$ cat config.mk
export PLATFORM = sky130hd
export DESIGN_NAME = escape_time_fractal_pixel_top_flat
export DESIGN_NICKNAME = d
export VERILOG_FILES = /design/src/design/etfp_pkg.sv /design/src/design/etfp_if.sv /design/src/design/escape_time_fractal_pixel_top.sv /design/src/design/etfp_ctrl.sv /design/src/design/etfp_dp.sv /design/src/flat_wrapper.sv
export VERILOG_INCLUDE_DIRS = /design/src /design/src/design
export SDC_FILE = /design/constraint.sdc
export NUM_CORES = 2
export LEC_CHECK = 0
export ABC_CLOCK_PERIOD_IN_PS = 28900
export BUFFER_PORTS_ARGS = -buffer_cell sky130_fd_sc_hd__buf_2
export CAP_MARGIN = 20
export CELL_PAD_IN_SITES_DETAIL_PLACEMENT = 1
export CELL_PAD_IN_SITES_GLOBAL_PLACEMENT = 2
export CORE_MARGIN = 2
export CORE_UTILIZATION = 40
export DETAILED_ROUTE_END_ITERATION = 7
export GPL_ROUTABILITY_DRIVEN = 0
export PLACE_DENSITY = 0.77
export SYNTH_ARGS = -nofsm -noshare
export SYNTH_HDL_FRONTEND = slang
export SYNTH_HIERARCHICAL = 1
export SYNTH_SLANG_ARGS = --single-unit
$ cat constraint.sdc
create_clock -name clk -period 28.9 [get_ports clk]
set_input_delay 1.445 -clock clk [delete_from_list [all_inputs] [get_ports clk]]
set_output_delay 1.445 -clock clk [all_outputs]
set_load 0.05 [all_outputs]
$ cat src/design/assert_macros.svh
// ----------------------------------------------------------------------------
// Assertion macros
// Concurrent assertion wrappers; compiled out for synthesis.
// ----------------------------------------------------------------------------
`ifndef ASSERT_MACROS_SVH
`define ASSERT_MACROS_SVH

`ifndef SYNTHESIS

// same-cycle implication
`define ASSERT_IMPLIES(label, clk, rst, ante, cons) \
  label: assert property (@(posedge clk) disable iff (rst) (ante) |-> (cons)) \
    else $error("implication violated");

// next-cycle implication
`define ASSERT_NEXT(label, clk, rst, ante, cons) \
  label: assert property (@(posedge clk) disable iff (rst) (ante) |=> (cons)) \
    else $error("next-cycle implication violated");

// invariant
`define ASSERT_ALWAYS(label, clk, rst, cond) \
  label: assert property (@(posedge clk) disable iff (rst) (cond)) \
    else $error("invariant violated");

`else

`define ASSERT_IMPLIES(label, clk, rst, ante, cons)
`define ASSERT_NEXT(label, clk, rst, ante, cons)
`define ASSERT_ALWAYS(label, clk, rst, cond)

`endif

`endif

$ cat src/design/etfp_pkg.sv
// ----------------------------------------------------------------------------
// etfp_pkg
// Widths, constants, payload types and control types of the fractal pixel.
// ----------------------------------------------------------------------------
`default_nettype none

package etfp_pkg;

  localparam int FRAC_BITS  = 28;
  localparam int IMG_WIDTH  = 1024;
  localparam int IMG_HEIGHT = 1024;

  localparam int PIX_W     = 10;
  localparam int ITER_W    = 12;
  localparam int ZOOM_W    = 31;
  localparam int COLOR_W   = 24;
  localparam int CFG_W     = 32;
  localparam int CFG_IDX_W = 3;

  // working word: Q4.FRAC_BITS signed
  localparam int W     = FRAC_BITS + 4;
  localparam int NUM_W = PIX_W + FRAC_BITS + 2;

  // largest mapped quotient on either axis
  localparam longint MAPQ_X =
    ((longint'(1) << PIX_W) - 1) * (longint'(4) << FRAC_BITS) / IMG_WIDTH;
  localparam longint MAPQ_Y =
    ((longint'(1) << PIX_W) - 1) * (longint'(4) << FRAC_BITS) / IMG_HEIGHT;
  localparam longint MAPQ   = (MAPQ_X > MAPQ_Y) ? MAPQ_X : MAPQ_Y;
  localparam int MAPQ_BITS  = $clog2(MAPQ + 1);
  localparam int MAP_W      = ((MAPQ_BITS > FRAC_BITS + 1) ? MAPQ_BITS : FRAC_BITS + 1) + 1;

  localparam int MUL_W0  = (W > MAP_W) ? W : MAP_W;
  localparam int MUL_W   = (MUL_W0 > ZOOM_W + 1) ? MUL_W0 : ZOOM_W + 1;
  localparam int PROD_W  = 2 * MUL_W;
  localparam int TRUNC_W = PROD_W - FRAC_BITS;

  localparam logic signed [MAP_W-1:0] MAP_TWO  = MAP_W'(longint'(2) << FRAC_BITS);
  localparam logic signed [W:0]       FOUR_FX  = (W + 1)'(longint'(4) << FRAC_BITS);

  // colour ramp 0x00FFFF * i / n
  localparam int Q_W   = 16;
  localparam int CNT_W = $clog2(Q_W);

  // register indexes
  localparam logic [CFG_IDX_W-1:0] CFG_MODE         = CFG_IDX_W'(0);
  localparam logic [CFG_IDX_W-1:0] CFG_MAX_ITER     = CFG_IDX_W'(1);
  localparam logic [CFG_IDX_W-1:0] CFG_ZOOM         = CFG_IDX_W'(2);
  localparam logic [CFG_IDX_W-1:0] CFG_SHIFT_X      = CFG_IDX_W'(3);
  localparam logic [CFG_IDX_W-1:0] CFG_SHIFT_Y      = CFG_IDX_W'(4);
  localparam logic [CFG_IDX_W-1:0] CFG_JULIA_RE     = CFG_IDX_W'(5);
  localparam logic [CFG_IDX_W-1:0] CFG_JULIA_IM     = CFG_IDX_W'(6);
  localparam logic [CFG_IDX_W-1:0] CFG_INSIDE_COLOR = CFG_IDX_W'(7);

  typedef struct packed {
    logic [PIX_W-1:0] pixel_x;
    logic [PIX_W-1:0] pixel_y;
  } pixel_t;

  typedef struct packed {
    logic [PIX_W-1:0]   out_x;
    logic [PIX_W-1:0]   out_y;
    logic               escaped;
    logic [ITER_W-1:0]  iter_count;
    logic [COLOR_W-1:0] pixel_color;
  } result_t;

  typedef enum logic [2:0] {
    MUL_MX,
    MUL_MY,
    MUL_RR,
    MUL_II,
    MUL_RI
  } mul_sel_t;

  typedef enum logic [2:0] {
    POST_NONE,
    POST_ZR0,
    POST_ZI0,
    POST_A,
    POST_B,
    POST_C
  } post_op_t;

  typedef struct packed {
    logic      start;
    mul_sel_t  mul_sel;
    post_op_t  post_op;
    logic      set_esc;
    logic      inc_i;
    logic      div_init;
    logic      div_step;
    logic      load_result;
  } cmd_t;

  typedef struct packed {
    logic ovf;
    logic gt4;
    logic last_iter;
    logic n_zero;
    logic i_zero;
    logic div_last;
  } status_t;

endpackage

`default_nettype wire

$ cat src/design/etfp_if.sv
// ----------------------------------------------------------------------------
// etfp stream interfaces
// Valid/ready channels for pixel beats in and result beats out.
// ----------------------------------------------------------------------------
`default_nettype none

interface etfp_pixel_if;
  logic            valid;
  logic            ready;
  etfp_pkg::pixel_t data;
  modport source (output valid, output data, input ready);
  modport sink   (input valid, input data, output ready);
endinterface

interface etfp_result_if;
  logic             valid;
  logic             ready;
  etfp_pkg::result_t data;
  modport source (output valid, output data, input ready);
  modport sink   (input valid, input data, output ready);
endinterface

`default_nettype wire

$ cat src/design/escape_time_fractal_pixel_top.sv
// ----------------------------------------------------------------------------
// escape_time_fractal_pixel_top
// Escape-time Mandelbrot/Julia pixel engine, Q4.28 fixed point.
// ----------------------------------------------------------------------------
//
//   channel   dir  beat                                      handshake
//   pixel     in   pixel_x, pixel_y                          valid/ready
//   result    out  out_x, out_y, escaped, iter_count, colour valid/ready
//   cfg       in   cfg_index, cfg_data                       cfg_we, no wait
//
// Throughput: one pixel at a time. Each pixel runs setup and its iterations,
// then the colour ramp division when it escapes after the first iteration.
// The pace is set by the single 32x32 multiplier with a registered product,
// used three times per iteration.
// Reset: config registers take their reset values, the sequencer goes idle.
// Stalls: the finished beat sits in the result register while the next
// pixel is taken; a new result waits in the sequencer until that beat leaves.
// ----------------------------------------------------------------------------
`default_nettype none

`include "assert_macros.svh"

module escape_time_fractal_pixel_top (
  input  wire logic                           clk,
  input  wire logic                           rst,
  input  wire logic                           cfg_we,
  input  wire logic [etfp_pkg::CFG_IDX_W-1:0] cfg_index,
  input  wire logic [etfp_pkg::CFG_W-1:0]     cfg_data,
  etfp_pixel_if.sink                          pixel,
  etfp_result_if.source                       result
);

  etfp_pkg::cmd_t    cmd;
  etfp_pkg::status_t status;
  etfp_pkg::result_t res;

  // sequencer: owns the handshakes and the result valid flag
  etfp_ctrl u_ctrl (
    .clk       (clk),
    .rst       (rst),
    .in_valid  (pixel.valid),
    .in_ready  (pixel.ready),
    .out_valid (result.valid),
    .out_ready (result.ready),
    .status    (status),
    .cmd       (cmd)
  );

  // datapath: config, multiplier, iterates, divider, result payload
  etfp_dp u_dp (
    .clk       (clk),
    .rst       (rst),
    .cfg_we    (cfg_we),
    .cfg_index (cfg_index),
    .cfg_data  (cfg_data),
    .pix_in    (pixel.data),
    .cmd       (cmd),
    .status    (status),
    .res       (res)
  );

  assign result.data = res;

  // escaped beat on offer with a count of zero
  logic esc_at_zero;

  assign esc_at_zero = result.valid && result.data.escaped && (result.data.iter_count == '0);

  // one pixel in flight: busy right after a beat is taken
  `ASSERT_NEXT(a_busy_after_accept, clk, rst, pixel.valid && pixel.ready, !pixel.ready)
  // a finished result never overwrites a beat still waiting
  `ASSERT_IMPLIES(a_no_overwrite, clk, rst, cmd.load_result, !result.valid || result.ready)
  // escape at the first step sits at the black end of the ramp
  `ASSERT_IMPLIES(a_escape_zero_black, clk, rst, esc_at_zero, result.data.pixel_color == '0)

endmodule

`default_nettype wire

$ cat src/design/etfp_ctrl.sv
// ----------------------------------------------------------------------------
// etfp_ctrl
// Sequencer: setup, iteration schedule over the shared multiplier, ramp
// division and result hand-off.
// ----------------------------------------------------------------------------
`default_nettype none

module etfp_ctrl (
  input  wire logic              clk,
  input  wire logic              rst,
  input  wire logic              in_valid,
  output      logic              in_ready,
  output      logic              out_valid,
  input  wire logic              out_ready,
  input  wire etfp_pkg::status_t status,
  output      etfp_pkg::cmd_t    cmd
);

  typedef enum logic [13:0] {
    S_IDLE = 14'b00000000000001,
    S_MX   = 14'b00000000000010,
    S_MY   = 14'b00000000000100,
    S_ZI0  = 14'b00000000001000,
    S_CHK0 = 14'b00000000010000,
    S_RR   = 14'b00000000100000,
    S_II   = 14'b00000001000000,
    S_B    = 14'b00000010000000,
    S_TEST = 14'b00000100000000,
    S_RI   = 14'b00001000000000,
    S_C    = 14'b00010000000000,
    S_DIVI = 14'b00100000000000,
    S_DIV  = 14'b01000000000000,
    S_OUT  = 14'b10000000000000
  } state_t;

  state_t state, state_next;
  logic   first, first_next;
  logic   out_valid_next;

  always_comb begin
    cmd.start       = 1'b0;
    cmd.mul_sel     = etfp_pkg::MUL_MX;
    cmd.post_op     = etfp_pkg::POST_NONE;
    cmd.set_esc     = 1'b0;
    cmd.inc_i       = 1'b0;
    cmd.div_init    = 1'b0;
    cmd.div_step    = 1'b0;
    cmd.load_result = 1'b0;
    state_next      = state;
    first_next      = first;
    unique case (state)
      S_IDLE: begin
        if (in_valid) begin
          cmd.start  = 1'b1;
          state_next = S_MX;
        end
      end
      S_MX: begin
        cmd.mul_sel = etfp_pkg::MUL_MX;
        state_next  = S_MY;
      end
      S_MY: begin
        cmd.mul_sel = etfp_pkg::MUL_MY;
        cmd.post_op = etfp_pkg::POST_ZR0;
        state_next  = S_ZI0;
      end
      S_ZI0: begin
        cmd.post_op = etfp_pkg::POST_ZI0;
        state_next  = S_CHK0;
      end
      S_CHK0: begin
        // z0 or c out of range: escape before any iteration
        if (status.ovf) begin
          cmd.set_esc = 1'b1;
          state_next  = S_OUT;
        end else if (status.n_zero) begin
          state_next = S_OUT;
        end else begin
          first_next = 1'b1;
          state_next = S_RR;
        end
      end
      S_RR: begin
        cmd.mul_sel = etfp_pkg::MUL_RR;
        state_next  = S_II;
      end
      S_II: begin
        cmd.mul_sel = etfp_pkg::MUL_II;
        cmd.post_op = etfp_pkg::POST_A;
        state_next  = S_B;
      end
      S_B: begin
        cmd.post_op = etfp_pkg::POST_B;
        state_next  = S_TEST;
      end
      S_TEST: begin
        // first pass only checks the squares of z0
        if (status.ovf || (!first && status.gt4)) begin
          cmd.set_esc = 1'b1;
          state_next  = status.i_zero ? S_OUT : S_DIVI;
        end else if (first) begin
          first_next = 1'b0;
          state_next = S_RI;
        end else if (status.last_iter) begin
          state_next = S_OUT;
        end else begin
          cmd.inc_i  = 1'b1;
          state_next = S_RI;
        end
      end
      S_RI: begin
        cmd.mul_sel = etfp_pkg::MUL_RI;
        state_next  = S_C;
      end
      S_C: begin
        cmd.post_op = etfp_pkg::POST_C;
        state_next  = S_RR;
      end
      S_DIVI: begin
        cmd.div_init = 1'b1;
        state_next   = S_DIV;
      end
      S_DIV: begin
        cmd.div_step = 1'b1;
        if (status.div_last) begin
          state_next = S_OUT;
        end
      end
      S_OUT: begin
        if (!out_valid || out_ready) begin
          cmd.load_result = 1'b1;
          state_next      = S_IDLE;
        end
      end
      default: begin
        state_next = S_IDLE;
      end
    endcase
  end

  assign in_ready       = (state == S_IDLE);
  assign out_valid_next = cmd.load_result || (out_valid && !out_ready);

  always_ff @(posedge clk) begin
    if (rst) begin
      state     <= S_IDLE;
      first     <= 1'b0;
      out_valid <= 1'b0;
    end else begin
      state     <= state_next;
      first     <= first_next;
      out_valid <= out_valid_next;
    end
  end

endmodule

`default_nettype wire

$ cat src/design/etfp_dp.sv
// ----------------------------------------------------------------------------
// etfp_dp
// Datapath: config registers, shared multiplier with truncating post stage,
// iterate registers, ramp divider and result register.
// ----------------------------------------------------------------------------
`default_nettype none

module etfp_dp (
  input  wire logic                                clk,
  input  wire logic                                rst,
  input  wire logic                                cfg_we,
  input  wire logic [etfp_pkg::CFG_IDX_W-1:0]      cfg_index,
  input  wire logic [etfp_pkg::CFG_W-1:0]          cfg_data,
  input  wire etfp_pkg::pixel_t                    pix_in,
  input  wire etfp_pkg::cmd_t                      cmd,
  output      etfp_pkg::status_t                   status,
  output      etfp_pkg::result_t                   res
);

  localparam int W       = etfp_pkg::W;
  localparam int F       = etfp_pkg::FRAC_BITS;
  localparam int MUL_W   = etfp_pkg::MUL_W;
  localparam int PROD_W  = etfp_pkg::PROD_W;
  localparam int TRUNC_W = etfp_pkg::TRUNC_W;
  localparam int MAP_W   = etfp_pkg::MAP_W;
  localparam int NUM_W   = etfp_pkg::NUM_W;
  localparam int ITER_W  = etfp_pkg::ITER_W;
  localparam int Q_W     = etfp_pkg::Q_W;
  localparam int CNT_W   = etfp_pkg::CNT_W;
  localparam int PIX_W   = etfp_pkg::PIX_W;
  localparam int COLOR_W = etfp_pkg::COLOR_W;
  localparam int DNUM_W  = ITER_W + Q_W;

  // config
  logic                                  mode;
  logic [ITER_W-1:0]                     max_iter;
  logic [etfp_pkg::ZOOM_W-1:0]           zoom;
  logic signed [etfp_pkg::CFG_W-1:0]     shift_x, shift_y, julia_re, julia_im;
  logic [COLOR_W-1:0]                    inside_color;

  always_ff @(posedge clk) begin
    if (rst) begin
      mode         <= 1'b0;
      max_iter     <= ITER_W'(100);
      zoom         <= etfp_pkg::ZOOM_W'(268435456);
      shift_x      <= '0;
      shift_y      <= '0;
      julia_re     <= '0;
      julia_im     <= '0;
      inside_color <= COLOR_W'(24'hFFFF00);
    end else if (cfg_we) begin
      unique case (cfg_index)
        etfp_pkg::CFG_MODE:         mode         <= cfg_data[0];
        etfp_pkg::CFG_MAX_ITER:     max_iter     <= cfg_data[ITER_W-1:0];
        etfp_pkg::CFG_ZOOM:         zoom         <= cfg_data[etfp_pkg::ZOOM_W-1:0];
        etfp_pkg::CFG_SHIFT_X:      shift_x      <= cfg_data;
        etfp_pkg::CFG_SHIFT_Y:      shift_y      <= cfg_data;
        etfp_pkg::CFG_JULIA_RE:     julia_re     <= cfg_data;
        etfp_pkg::CFG_JULIA_IM:     julia_im     <= cfg_data;
        etfp_pkg::CFG_INSIDE_COLOR: inside_color <= cfg_data[COLOR_W-1:0];
      endcase
    end
  end

  // working registers
  logic [PIX_W-1:0]         px, py;
  logic signed [W-1:0]      zr, zi, cr, ci, sq_a, sq_b;
  logic signed [PROD_W-1:0] prod;
  logic                     ovf, esc;
  logic [ITER_W-1:0]        iter;
  logic [ITER_W-1:0]        rem;
  logic [Q_W-1:0]           dq;
  logic [CNT_W-1:0]         dcnt;

  // pixel to [-2,2)
  logic [NUM_W-1:0]         num_x, num_y, quo_x, quo_y;
  logic signed [MAP_W-1:0]  map_x, map_y;

  assign num_x = NUM_W'(px) << (F + 2);
  assign num_y = NUM_W'(py) << (F + 2);
  assign quo_x = NUM_W'(num_x / etfp_pkg::IMG_WIDTH);
  assign quo_y = NUM_W'(num_y / etfp_pkg::IMG_HEIGHT);
  assign map_x = signed'(quo_x[MAP_W-1:0]) - etfp_pkg::MAP_TWO;
  assign map_y = signed'(quo_y[MAP_W-1:0]) - etfp_pkg::MAP_TWO;

  // shared multiplier, product registered
  logic signed [MUL_W-1:0] op_a, op_b;

  always_comb begin
    op_a = '0;
    op_b = '0;
    case (cmd.mul_sel)
      etfp_pkg::MUL_MX: begin
        op_a = MUL_W'(map_x);
        op_b = signed'(MUL_W'(zoom));
      end
      etfp_pkg::MUL_MY: begin
        op_a = MUL_W'(map_y);
        op_b = signed'(MUL_W'(zoom));
      end
      etfp_pkg::MUL_RR: begin
        op_a = MUL_W'(zr);
        op_b = MUL_W'(zr);
      end
      etfp_pkg::MUL_II: begin
        op_a = MUL_W'(zi);
        op_b = MUL_W'(zi);
      end
      etfp_pkg::MUL_RI: begin
        op_a = MUL_W'(zr);
        op_b = MUL_W'(zi);
      end
      default: begin
        op_a = '0;
        op_b = '0;
      end
    endcase
  end

  always_ff @(posedge clk) begin
    prod <= op_a * op_b;
  end

  // truncate toward zero, then range check against the working word
  logic signed [PROD_W-1:0]  prod_sh;
  logic signed [TRUNC_W-1:0] t_full;
  logic                      t_fix, t_ok;
  logic signed [W-1:0]       t;

  assign prod_sh = prod >>> F;
  assign t_fix   = prod[PROD_W-1] && (prod[F-1:0] != '0);
  assign t_full  = prod_sh[TRUNC_W-1:0] + TRUNC_W'(t_fix);
  assign t_ok    = (&t_full[TRUNC_W-1:W-1]) || !(|t_full[TRUNC_W-1:W-1]);
  assign t       = t_full[W-1:0];

  // z0 = mapped * zoom + pan
  logic signed [W-1:0] pan;
  logic signed [W:0]   z0_sum;
  logic                z0_ok;

  assign pan    = (cmd.post_op == etfp_pkg::POST_ZR0) ? W'(shift_x) : W'(shift_y);
  assign z0_sum = (W + 1)'(t) + (W + 1)'(pan);
  assign z0_ok  = (z0_sum[W] == z0_sum[W-1]);

  // z^2 + c
  logic signed [W+1:0] nr, ni;
  logic                nr_ok, ni_ok;

  assign nr    = (W + 2)'(sq_a) - (W + 2)'(sq_b) + (W + 2)'(cr);
  assign ni    = ((W + 2)'(t) <<< 1) + (W + 2)'(ci);
  assign nr_ok = (&nr[W+1:W-1]) || !(|nr[W+1:W-1]);
  assign ni_ok = (&ni[W+1:W-1]) || !(|ni[W+1:W-1]);

  always_ff @(posedge clk) begin
    if (cmd.start) begin
      px   <= pix_in.pixel_x;
      py   <= pix_in.pixel_y;
      ovf  <= 1'b0;
      esc  <= 1'b0;
      iter <= '0;
    end else begin
      if (cmd.set_esc) begin
        esc <= 1'b1;
      end
      if (cmd.inc_i) begin
        iter <= iter + 1'b1;
      end
      case (cmd.post_op)
        etfp_pkg::POST_ZR0: begin
          zr  <= z0_sum[W-1:0];
          ovf <= ovf || !t_ok || !z0_ok;
        end
        etfp_pkg::POST_ZI0: begin
          zi  <= z0_sum[W-1:0];
          cr  <= mode ? W'(julia_re) : zr;
          ci  <= mode ? W'(julia_im) : z0_sum[W-1:0];
          ovf <= ovf || !t_ok || !z0_ok;
        end
        etfp_pkg::POST_A: begin
          sq_a <= t;
          ovf  <= ovf || !t_ok;
        end
        etfp_pkg::POST_B: begin
          sq_b <= t;
          ovf  <= ovf || !t_ok;
        end
        etfp_pkg::POST_C: begin
          zr  <= nr[W-1:0];
          zi  <= ni[W-1:0];
          ovf <= ovf || !t_ok || !nr_ok || !ni_ok;
        end
        default: begin
        end
      endcase
    end
  end

  // ramp divider: q = (2^Q_W - 1) * iter / max_iter, one bit a cycle
  logic [DNUM_W-1:0] dnum;
  logic [ITER_W:0]   trial, diff;
  logic              ge;

  assign dnum  = {iter, Q_W'(0)} - DNUM_W'(iter);
  assign trial = {rem, dq[Q_W-1]};
  assign diff  = trial - {1'b0, max_iter};
  assign ge    = (trial >= {1'b0, max_iter});

  always_ff @(posedge clk) begin
    if (cmd.div_init) begin
      rem  <= dnum[DNUM_W-1:Q_W];
      dq   <= dnum[Q_W-1:0];
      dcnt <= '0;
    end else if (cmd.div_step) begin
      rem  <= ge ? diff[ITER_W-1:0] : trial[ITER_W-1:0];
      dq   <= {dq[Q_W-2:0], ge};
      dcnt <= dcnt + 1'b1;
    end
  end

  // result register
  logic [COLOR_W-1:0] ramp_color;

  assign ramp_color = (iter == '0) ? '0 : {(COLOR_W - Q_W)'(0), dq};

  always_ff @(posedge clk) begin
    if (cmd.load_result) begin
      res.out_x       <= px;
      res.out_y       <= py;
      res.escaped     <= esc;
      res.iter_count  <= esc ? iter : max_iter;
      res.pixel_color <= esc ? ramp_color : inside_color;
    end
  end

  // status
  logic signed [W:0] sum_ab;

  assign sum_ab           = (W + 1)'(sq_a) + (W + 1)'(sq_b);
  assign status.ovf       = ovf;
  assign status.gt4       = (sum_ab > etfp_pkg::FOUR_FX);
  assign status.last_iter = (ITER_W'(iter + 1'b1) == max_iter);
  assign status.n_zero    = (max_iter == '0);
  assign status.i_zero    = (iter == '0);
  assign status.div_last  = (dcnt == CNT_W'(Q_W - 1));

endmodule

`default_nettype wire

$ cat src/flat_wrapper.sv
// flat-port wrapper written by rule: the top's interface ports become plain ports
module escape_time_fractal_pixel_top_flat 
  (clk, rst, cfg_we, cfg_index, cfg_data, pixel_valid, pixel_data, pixel_ready, result_valid, result_data, result_ready);
  etfp_pixel_if pixel_i ();
  etfp_result_if result_i ();
  input  wire logic clk;
  input  wire logic rst;
  input  wire logic cfg_we;
  input  wire logic [etfp_pkg::CFG_IDX_W-1:0] cfg_index;
  input  wire logic [etfp_pkg::CFG_W-1:0] cfg_data;
  input wire logic [$bits(pixel_i.valid)-1:0] pixel_valid;
  input wire logic [$bits(pixel_i.data)-1:0] pixel_data;
  output wire logic [$bits(pixel_i.ready)-1:0] pixel_ready;
  output wire logic [$bits(result_i.valid)-1:0] result_valid;
  output wire logic [$bits(result_i.data)-1:0] result_data;
  input wire logic [$bits(result_i.ready)-1:0] result_ready;
  assign pixel_i.valid = pixel_valid;
  assign pixel_i.data = pixel_data;
  assign pixel_ready = pixel_i.ready;
  assign result_valid = result_i.valid;
  assign result_data = result_i.data;
  assign result_i.ready = result_ready;
  escape_time_fractal_pixel_top u_core (.clk(clk), .rst(rst), .cfg_we(cfg_we), .cfg_index(cfg_index), .cfg_data(cfg_data), .pixel(pixel_i), .result(result_i));
endmodule
; ---- Word level (Yosys, flattened, before mapping)
; Index checks and enable logic that the tools add are counted.
[classes]
add_sub_neg = 12
n_reduce_logical = 59
n_lt_le_gt_ge = 2
shift = 0
n_mul = 1
n_eq_ne = 39
muxes = 45
bitwise_logic = 1
n_div = 0
[ops]
columns = operator, n
row1 = 14-bit case mux with 14 select lines, 1
row2 = 32-bit case mux with 2 select lines, 2
row3 = 32-bit case mux with 4 select lines, 1
row4 = 14-bit two-way mux, 9
row5 = 32-bit two-way mux, 3
row6 = 32-bit case mux with 3 select lines, 1
row7 = 33-bit by 32-bit adder with 34-bit output, 2
row8 = 32-bit by 32-bit adder with 33-bit output, 2
row9 = 32-bit by 32-bit multiplier with 64-bit output, 1
row10 = "30-bit by 30-bit subtractor with 31-bit output, second input constant", 2
row11 = 12-bit two-way mux, 4
row12 = 16-bit two-way mux, 3
row13 = 36-bit by 1-bit adder with 36-bit output, 1
row14 = "33-bit by 32-bit greater-than comparator with 1-bit output, second input constant", 1
row15 = 32-bit by 32-bit subtractor with 33-bit output, 1
row16 = 28-bit nonzero test, 1
row17 = 28-bit by 12-bit subtractor with 28-bit output, 1
row18 = 2-bit AND reduction, 13
row19 = 12-bit zero test, 2
row20 = 24-bit two-way mux, 1
row21 = "3-bit == test, second input constant", 7
row22 = "3-bit by 2-bit == test with 1-bit output, second input constant", 6
row23 = 1-bit two-way mux, 15
row24 = 3-bit case mux with 5 select lines, 1
row25 = 40 further kinds, 78
[totals]
word_cells = 190
input_bits = 60
output_inout_bits = 59
latch_bits = 0
ramBits = 0
mem_count = 0
rom_bits = 0
regBits = 591

; ---- Depth between registers and ports, before layout
[logic_depth]
word_depth = 11
mapped_depth = 40
depth_no_buf = 36

; ---- Cells and area by module
; Netlist, hierarchy kept.
[modules_own_cells]
columns = mod, instances, seq_area_each_um2, area_per_inst_um2, cells_per_inst
row1 = etfp_dp, 1, 14483.9, 66139.7, 7139
row2 = etfp_ctrl, 1, 320.3, 1089.8, 138

; ---- Least setup slack after synthesis
; No wires, ideal clock.
[synth_timing]
path_kind = input to register
startpoint = input port pixel_valid
endpoint = register u_core.u_dp.zi[0] (enable)
setup_ps = 375
setup_slack_ps = 18610
t_arrival_ps = 9915
path_buffers = 1
required_ps = 28525
path_stages = 4
path_cell_list = and2_1 > clkbuf_1 > nor4b_1 > or2_2
[synth_between]
elab_chain_cells = 4
[synth_lines]
columns = element, line
row1 = from (decl), flat_wrapper.sv:11  ; input wire logic [$bits(pixel_i.valid)-1:0] pixel_valid;
row2 = 1-bit two-way mux, etfp_ctrl.sv:53  ; if (in_valid) begin
row3 = 1-bit two-way mux, etfp_ctrl.sv:51  ; unique case (state)
row4 = 1-bit NOT (no line), -
row5 = 2-bit AND reduction (no line), -
row6 = to (signal assigned), etfp_dp.sv:174  ; zi <= z0_sum[W-1:0];
row7 = to (signal assigned), etfp_dp.sv:189  ; zi <= ni[W-1:0];
row8 = to (decl), etfp_dp.sv:67  ; logic signed [W-1:0] zr, zi, cr, ci, sq_a, sq_b;
; No other way between the ends.
; A chain may end at the register's enable or synchronous reset.

==> impl_metrics.csv <==
group,metric,value,unit
outcome,status,"finished, final reports clean",
min_path,min_to,"u_core/u_dp/zoom[12]",
layout,multi_input_area,0.0471,sq mm
sta,final_hold_viol_count,0,
yosys,syn-instance-count,7277,
placement,dpl.hpwl,198000,microns
placement,port_buffers,118,
layout,n_fill_cell,19300,
yosys,synth.distinct_cells,107,
yosys,synthFlopType,"edfxtp_1",
power,leakagePower,33.0,nW
clocking,cts_buffers,69,
power,ir_worst_vdd,0.0643,mV
global_route,grt_pass1_wl,381000,microns
min_path,hold_start,"u_core/u_dp/zoom[12]",
global_route,grt.overflow.total,0,
sta,rsz0062_at_grt,"no",
die,die_w,414,microns
worst_setup_path,cpMostUsedCell,"fa_1",
min_path,hold_path.class,"reg -> reg",
yosys,synth_area,0.0672,sq mm
sta,fin_crit_sh,0.421,
yosys,ys_seq_area_frac,0.220,
detailed_routing,wire_per_inst,27.0,microns
worst_setup_path,r2r_slack,16730,ps
sta,skew,55.6,ps
yosys,ys_warn_count,6,
yosys,synthesis.nets,8786,
clocking,clock-sinks,591,
global_route,grt_start_max_net_pins,76,
die,die_area,0.171,sq mm
detailed_routing,dr.pass1.iters,6,
worst_setup_path,cp.required,29500,ps
worst_setup_path,r2r_start,"u_core/u_ctrl/state[8]",
clocking,htreeDepth,3,
clocking,clk_latency,690,ps
yosys,synth-seq-cells,591,
job,maxCapViolations,0,
detailed_routing,ant_nets,0,
sta,post-route-min-period,12170,ps
global_route,antenna_found_initial,15,
sta,setup_viol,0,
layout,final_layout_size_suffix_gt1_frac,0.0788,
power,design_power_total,2.77,mW
detailed_routing,drtIter0Drc,3667,
sta,whs,450,ps
yosys,synth_edf_count,297,
worst_setup_path,reg2reg_to,"u_core/u_dp/prod[62]",
die,rows,150,
die,pin_count,119,
clocking,cts.clk_slew.worst_paths,60,ps
layout,nNetsFinal,8775,
sta,max_freq,82.1,MHz
worst_setup_path,cp-end-kind,"flip-flop",
clocking,holdBufCountCts,0,
clocking,cts_tree,"built",
layout,final-seq-area,0.0148,sq mm
worst_setup_path,path_max_fanout,49,
detailed_routing,drt-total-wl,257000,microns
detailed_routing,drc,0,
global_route,track_usage,0.304,
detailed_routing,vias,53400,
die,initial_core_util,0.402,
sta,setup-tns-final,0,ps
yosys,synthArstFlopShare,0,
sta,maxSlewViolCount,0,
worst_setup_path,critPathMaxStageDelay,1030,ps
die,core_area,0.167,sq mm
min_path,whs_path_depth,2,
layout,area_delta_synth_final,8.70,%
clocking,ctsLongestPathBuffers,3,
sta,tightest_slew,1150,ps
worst_setup_path,start_kind,"flip-flop",
yosys,syn_avg_cell_area,9.24,sq um
worst_setup_path,reg2reg_depth,31,
sta,slew-limit-headroom,0.236,
global_route,first_global_vias,57300,
clocking,cts_root_buf,"clkbuf_16",
worst_setup_path,worstPathArrival,12770,ps
power,power.density,37.9,mW/mm^2
detailed_routing,avgViaCountPerCell,5.60,
clocking,postCtsSetupBuffers,0,
worst_setup_path,path_class,"reg -> reg",
clocking,cts-resized-gates,0,
worst_setup_path,slowest_stage,"fa_1",
die,die_h,414,microns
[Yosys cell counts, types with 10 or more instances]
cell type | number | share of area
nand2_1 | 1081 | 0.060
o22ai_1 | 34 | 0.0032
nand3_1 | 62 | 0.0046
ha_1 | 331 | 0.062
mux2i_1 | 39 | 0.0058
a31oi_1 | 26 | 0.0024
nand4_1 | 38 | 0.0035
a21oi_1 | 393 | 0.029
o31ai_1 | 15 | 0.0017
buf_2 | 12 | 0.00089
fa_1 | 1118 | 0.33
or2_2 | 25 | 0.0023
mux2_2 | 83 | 0.014
edfxtp_1 | 297 | 0.13
nor2_1 | 742 | 0.041
or3_1 | 13 | 0.0012
xnor2_1 | 142 | 0.018
o31a_1 | 11 | 0.0014
and3_1 | 37 | 0.0034
buf_1 | 21 | 0.0012
a22oi_1 | 33 | 0.0037
a21o_1 | 121 | 0.014
o21bai_1 | 21 | 0.0023
clkbuf_1 | 299 | 0.017
nand3b_1 | 27 | 0.0030
o2111ai_1 | 10 | 0.0013
nor3_1 | 46 | 0.0034
o21ai_0 | 157 | 0.012
o211ai_1 | 21 | 0.0023
a211o_1 | 12 | 0.0016
a211oi_1 | 29 | 0.0032
o21a_1 | 32 | 0.0036
nor4_1 | 26 | 0.0024
xor2_1 | 91 | 0.012
a221oi_1 | 24 | 0.0031
nand2b_1 | 57 | 0.0053
a22o_1 | 22 | 0.0029
and2_1 | 16 | 0.0015
o21ai_1 | 33 | 0.0025
dfxtp_1 | 294 | 0.088
inv_1 | 1155 | 0.064
nor2b_1 | 75 | 0.0070
[where the power goes]
group	leakage, nW	internal (mW)	switching (mW)
registers	5.08	0.940	0.0391
logic	26.7	0.317	0.567
clock network	1.13	0.501	0.405
total	33.0	1.76	1.01
[logic make-up (layout without fill, tap and decap cells)]
kind of cell | count (synthesis) | in the layout | synth area share
simple gates | 2299 | 2299 | 0.147
flops | 591 | 591 | 0.220
compound gates | 1082 | 1082 | 0.103
xor+xnor | 233 | 233 | 0.0304
mux | 126 | 126 | 0.0204
fa+ha+maj | 1449 | 1449 | 0.395
buf+inv | 1497 | 1543 | 0.0843
other cells | 0 | 2 | 0
[registers in the layout (all words and copies together) (netlist names), 32 cells and up]
register,cells
u_core/u_dp/shift_y,32
u_core/u_dp/sq_b,32
u_core/u_dp/sq_a,32
u_core/u_dp/julia_im,32
u_core/u_dp/shift_x,32
u_core/u_dp/zi,32
u_core/u_dp/ci,32
u_core/u_dp/julia_re,32
u_core/u_dp/cr,32
u_core/u_dp/res,57
u_core/u_dp/prod,64
u_core/u_dp/zr,32
[worst max-delay path by stage]
stage                                 from              endpoint  slack, ps  depth (start not counted)
floorplan                      pixel_valid     u_core/u_dp/zi[0]      18610                          4
global placement    u_core/u_ctrl/state[8]  u_core/u_dp/prod[62]      17280                         31
detailed placement  u_core/u_ctrl/state[8]  u_core/u_dp/prod[62]      16890                         31
CTS                 u_core/u_ctrl/state[8]  u_core/u_dp/prod[62]      16850                         31
global route        u_core/u_ctrl/state[8]  u_core/u_dp/prod[62]      16140                         31
finish              u_core/u_ctrl/state[8]  u_core/u_dp/prod[62]      16730                         31
[final cells by class]
class,count,area share
antenna,2,0.0000685
timing repair buffer,258,0.0236
clock buffer,94,0.0272
tap,2204,0.0377
multi-input combinational,5189,0.645
inverter,1157,0.0594
sequential,591,0.203
clock inverter,34,0.00459
[through the flow]
step	area, sq um	util	worst slack [ps]	cells
4_1_cts	73000	0.437	16850	9523
5_1_grt	73100	0.437	16140	9527
2_1_floorplan	67200	-	18610	7277
3_5_place_dp	70700	0.423	16890	9395
6_report	73100	0.438	16730	9529
3_3_place_gp	70600	0.423	17280	9393
[metal layers]
metal	up-vias	global-route usage	wire length, microns
met2	1678	0.514	125000
li1	23200	-	-
met1	28100	0.389	105000
met5	-	0	33
met3	490	0.0471	15400
met4	4	0.122	12200
[layout by cell type, fill, tap and decap left out, types with 15 or more instances in the layout]
cell | netlist | final
inv_1 | 1155 | 1155
fa_1 | 1118 | 1118
nand2_1 | 1081 | 1081
nor2_1 | 742 | 733
a21oi_1 | 393 | 373
ha_1 | 331 | 331
edfxtp_1 | 297 | 297
dfxtp_1 | 294 | 292
o21ai_0 | 157 | 157
xnor2_1 | 142 | 142
buf_4 | 5 | 134
a21o_1 | 121 | 119
buf_2 | 12 | 117
xor2_1 | 91 | 91
mux2_2 | 83 | 83
nor2b_1 | 75 | 74
clkbuf_16 | 0 | 71
nand3_1 | 62 | 61
nand2b_1 | 57 | 57
nor3_1 | 46 | 44
mux2i_1 | 39 | 39
nand4_1 | 38 | 38
and3_1 | 37 | 37
o21a_1 | 32 | 32
o21ai_1 | 33 | 30
a211oi_1 | 29 | 29
a22oi_1 | 33 | 28
o22ai_1 | 34 | 28
nand3b_1 | 27 | 27
a31oi_1 | 26 | 26
or2_2 | 25 | 25
nor4_1 | 26 | 24
a22o_1 | 22 | 22
o21bai_1 | 21 | 21
a221oi_1 | 24 | 21
o211ai_1 | 21 | 21
o31ai_1 | 15 | 15
and2_1 | 16 | 15
[worst max-delay path, delay by kind of cell (launching register included)]
kind / cells / cell delay [ps]
flops: 1 / 390
fa+ha+maj: 9 / 5360
xor+xnor: 1 / 160
buf+inv: 7 / 1890
simple gates: 8 / 2180
compound gates: 6 / 2050
(Power assumes the default switching activity.)
